## src/sv/assert_macros.svh

```systemverilog
// Assertion macros used by the RTL file edf_deadline_scheduler.sv.
`ifndef ASSERT_MACROS_SVH
`define ASSERT_MACROS_SVH
`ifndef SYNTHESIS
`define ASSERT_CLK(label, clk, rst_n, prop) \
    label: assert property (@(posedge clk) disable iff (!rst_n) (prop)) \
        else $error("assertion failed");
`define ASSERT_NEVER(label, clk, rst_n, cond) \
    label: assert property (@(posedge clk) disable iff (!rst_n) !(cond)) \
        else $error("forbidden condition");
`else
`define ASSERT_CLK(label, clk, rst_n, prop)
`define ASSERT_NEVER(label, clk, rst_n, cond)
`endif
`endif

```

## src/sv/edf_pkg.sv

```systemverilog
package edf_pkg;

    localparam int TABLE_DEPTH = 16;
    localparam int CNT_W = 5;
    localparam int WORKER_W = 2;
    localparam logic [31:0] TIM_DEV = 32'd1;

    localparam logic OP_RELEASE = 1'b0;
    localparam logic OP_COMPLETE = 1'b1;

    typedef struct packed {
        logic valid;
        logic [31:0] deadline;
        logic [31:0] id;
        logic [WORKER_W-1:0] worker;
    } entry_t;

    typedef enum logic [2:0] {
        CMD_HOLD,
        CMD_SHIFT,
        CMD_CMP_DL,
        CMD_CMP_ID,
        CMD_INSERT,
        CMD_REMOVE
    } cell_cmd_t;

endpackage

```

## src/sv/edf_cell.sv

```systemverilog
module edf_cell (
    input  logic              clk,
    input  logic              rst_n,
    input  edf_pkg::cell_cmd_t cmd,
    input  logic [31:0]       key_deadline,
    input  logic [31:0]       key_id,
    input  edf_pkg::entry_t   new_entry,
    input  edf_pkg::entry_t   left_entry,
    input  logic              left_flag,
    input  edf_pkg::entry_t   right_entry,
    input  logic              hit_in,
    output edf_pkg::entry_t   entry,
    output logic              flag,
    output logic              hit_out
);
    import edf_pkg::*;

    entry_t entry_reg;
    entry_t entry_next;
    logic   flag_reg;
    logic   flag_next;

    assign entry = entry_reg;
    assign flag = flag_reg;
    assign hit_out = hit_in | flag_reg;

    always_comb
    begin
        entry_next = entry_reg;
        flag_next = flag_reg;
        case (cmd)
            CMD_SHIFT:
            begin
                entry_next = right_entry;
            end
            CMD_CMP_DL:
            begin
                flag_next = !entry_reg.valid || (key_deadline < entry_reg.deadline);
            end
            CMD_CMP_ID:
            begin
                flag_next = entry_reg.valid && (entry_reg.id == key_id);
            end
            CMD_INSERT:
            begin
                if (left_flag)
                begin
                    entry_next = left_entry;
                end
                else if (flag_reg)
                begin
                    entry_next = new_entry;
                end
            end
            CMD_REMOVE:
            begin
                if (hit_out)
                begin
                    entry_next = right_entry;
                end
            end
            default:
            begin
                entry_next = entry_reg;
            end
        endcase
    end

    always_ff @(posedge clk or negedge rst_n)
    begin
        if (!rst_n)
        begin
            entry_reg <= '0;
            flag_reg <= 1'b0;
        end
        else
        begin
            entry_reg <= entry_next;
            flag_reg <= flag_next;
        end
    end

endmodule

```

## config.mk

```make
export PLATFORM = sky130hd
export DESIGN_NAME = edf_cell
export DESIGN_NICKNAME = d
export VERILOG_FILES = /design/src/sv/assert_macros.svh /design/src/sv/edf_pkg.sv /design/src/sv/edf_cell.sv
export SDC_FILE = /design/constraint.sdc
export NUM_CORES = 1
export LEC_CHECK = 0
export BUFFER_PORTS_ARGS = -buffer_cell sky130_fd_sc_hd__buf_4
export CAP_MARGIN = 0
export CELL_PAD_IN_SITES_DETAIL_PLACEMENT = 1
export CELL_PAD_IN_SITES_GLOBAL_PLACEMENT = 1
export CORE_MARGIN = 3
export CORE_UTILIZATION = 29
export CTS_CLUSTER_SIZE = 8
export DETAILED_ROUTE_END_ITERATION = 8
export MAX_ROUTING_LAYER = met4
export PLACE_DENSITY = 0.93
export SYNTH_ARGS = -nofsm -noshare
export SYNTH_HDL_FRONTEND = slang
export SYNTH_SLANG_ARGS = --single-unit
```

## constraint.sdc

```tcl
create_clock -name clk -period 2.5 [get_ports clk]
set_input_delay 0.125 -clock clk [delete_from_list [all_inputs] [get_ports clk]]
set_output_delay 0.125 -clock clk [all_outputs]
set_load 0.03 [all_outputs]
```

==> impl_metrics.toml <==
[status]
outcome = "finished, final reports clean"

[setup_path]
worstReg2RegEnd = "flag"
crit_path_top_delay_cell = "or3_1"
path_cells = "inv_1, ha_1, nand4_1, or3_1, o32ai_1, o41ai_1, a21oi_1, nor2_1"
crit_path_start = "entry[48]"
r2r_setup_slack_ps = 460
reg2reg_from = "entry[48]"
worst_ep_required_time_ps = 2710
crit_type = "register to register"
start_kind = "register"
arrival_ps = 2250
endpoint = "flag"
cpPeakStageDelay_ps = 420
worst_setup_path_end_kind = "register"
worstRegToRegCells = 8
cp_max_fo = 3

[cells_and_area]
num_antenna_cells = 0
drive_gt1_share_pct = 39.50
syn_to_final_growth_pct = 62.33
nets = 1227
fillCellCount = 2043
largest_reg_flops = 67

[clock_network]
cts_resized = 0
cts_tree = "built"
cts_buffers = 9
root_buffer = "clkbuf_16"
clk_path_buf_depth = 2
htree_levels = 3
clock_latency_ps = 330
clock-sinks = 68
clkTransAtPathRegs_ps = 60

[detailed_routing]
final_antenna_net_count = 0
via_count = 5589
drt_iter0_drc = 173
wl_per_cell_microns = 17.96
avgViaCountPerCell = 4.864
drc = 0
drtPass1Iterations = 4
routed_wl_microns = 20640

[sta]
setup_viol = 0
slew_violations = 0
final-hold-violation-count = 0
worst_slack_ps = 458.4
slew_headroom_pct = 38.25
rsz0062_at_grt = "false"
worst_pin_slew_ps = 922.7
setup_tns_ps = 0
fmax_ghz = 0.4898
clock_skew_ps = 6.612
finalCritPeriodShare_pct = 81.66
fin_crit_ps = 2042

[floorplan]
die_width_microns = 136.4
core_sq_mm = 0.01664
ios = 341
initial_core_util_pct = 29.64
die_height_microns = 136.4
die_area_sq_mm = 0.01861
rows = 47

[pwr]
p_total_mw = 4.588
switchingPower_mw = 1.704
p_seq_share_pct = 32.1
p_clk_share_pct = 26.8
internal_power_mw = 2.884
p_per_area_mw_per_mm2 = 573.1
peakVddDrop_uv = 281.6
p_sw_share_pct = 37.14
pwr-share-comb_pct = 41.1
leakage_nw = 4.106

[flow_run]
maxCapViolCount = 0

[logic_synthesis]
synth_edf_count = 0
synth_top_cell_by_area = "dfrtp_1"
yosysMostFrequentCell = "nand2_1"
yosys_warnings = 0
syn-num-nets = 903
yosys-top-cells-area = "dfrtp_1 35%, mux2i_1 14%, o21ai_0 14%, nand2_1 10%, ha_1 7.9%"
synthTopCellsByCount = "136 x nand2_1, 134 x o21ai_0, 68 x dfrtp_1, 67 x mux2i_1, 33 x inv_1"
syn_inst = 600
synth-main-ff-cell = "dfrtp_1"
yosysUniqueCellTypes = 39
synthArstFlopShare_pct = 100.0
synth_top_cell_area_share_pct = 34.50
syn_area_per_cell_sq_um = 8.220
synth.yosys.seq_area_share_pct = 34.50
syn_area_sq_mm = 0.004932
synth-seq-cells = 68

[place]
hpwl_microns = 16990
pre_cts_ws_ps = 456.3
place.gp.congestion = 0.8036
portBuffers = 340

[grt]
antenna_found_initial = 0
grt_pass1_vias = 6146
grt_usage_pct = 22.18
grt_max_degree = 101
overflow = 0
grt_first_pass_wirelength_microns = 31020

[hold_path]
min_path_type = "input pin to register"
-- through the flow --
step / std cells / utilization, % / cell area [sq um] / hold WS [ps]
floorplan: 600 / - / 4932 / -170.6
global placement: 1132 / 46.35 / 7714 / 317.3
detailed placement: 1132 / 46.35 / 7714 / 321.7
CTS: 1149 / 48.11 / 8006 / 93.99
global route: 1149 / 48.11 / 8006 / 125.6
finish: 1149 / 48.11 / 8006 / 104.2
-- worst max-delay path: cells and delay by family (launching register included) --
family	cells	cell delay, ps
AOI/OAI and AO/OA	3	570
adders and majority gates	1	290
buffers and inverters	1	50
DFF	1	370
and+or+nand+nor	3	650
-- final cells by class --
| type | instances | area, sq um | area share, % |
|---|---|---|---|
| Clock inverter | 1 | 5.005 | 0.06251 |
| Inverter | 33 | 123.9 | 1.547 |
| Clock buffer | 15 | 277.8 | 3.469 |
| Tap cell | 220 | 275.3 | 3.438 |
| Multi-Input combinational cell | 463 | 2950 | 36.85 |
| Timing Repair Buffer | 349 | 2673 | 33.38 |
| Sequential cell | 68 | 1702 | 21.25 |
-- power by group through the flow --
stage               Clock [mW]  Sequential, mW  Combinational [mW]
floorplan                    0            1.83               0.599
global placement             0            1.48                1.84
detailed placement           0            1.49                1.91
CTS                       1.27            1.48                1.92
global route              1.32            1.50                2.06
finish                    1.23            1.47                1.89
-- how the worst min path moves through the flow --
stage | start | to | slack (ps) | depth (start not counted)
detailed placement | rst_n | entry[44] | 320 | 1
global route | right_entry[12] | entry[12] | 130 | 3
floorplan | rst_n | entry[0] | -170 | 0
global placement | rst_n | entry[44] | 320 | 1
CTS | right_entry[26] | entry[26] | 90 | 3
finish | right_entry[26] | entry[26] | 100 | 3
-- cells by family (layout without fill, tap and decap cells) --
logic type,after synthesis,after routing,synth area share (%)
AND/OR/NAND/NOR,170,170,14.56
buffers and inverters,69,398,5.961
multiplexers,67,67,13.60
AO/OA/AOI/OAI,163,163,17.83
flip-flops,68,68,34.50
XOR/XNOR,32,32,5.682
adder cells (fa/ha/maj),31,31,7.864
-- cells in the final DEF (no fill, tap or decap), types with 6 or more instances in the layout --
cell,count
buf_4,344
nand2_1,136
o21ai_0,134
dfrtp_1,68
mux2i_1,67
inv_1,33
xor2_1,31
ha_1,31
a21oi_1,9
clkbuf_16,9
nor4_1,8
nand3_1,6
nand4_1,6
-- routing by layer --
metal  up-vias  share of wire [%]  global-route usage [%]
met5         -                  0                       -
met1      2623                 36                   23.14
met4         0                2.8                   7.447
met2       214                 54                   41.14
li1       2718                  -                       -
met3        34                7.1                   4.848
-- timing repair --
item                      in CTS  in global routing
setup buffers                  0                  0
hold buffers                   1                  0
hold endpoints to repair      68                  0
Note: power is estimated with default switching activity, not from simulation.
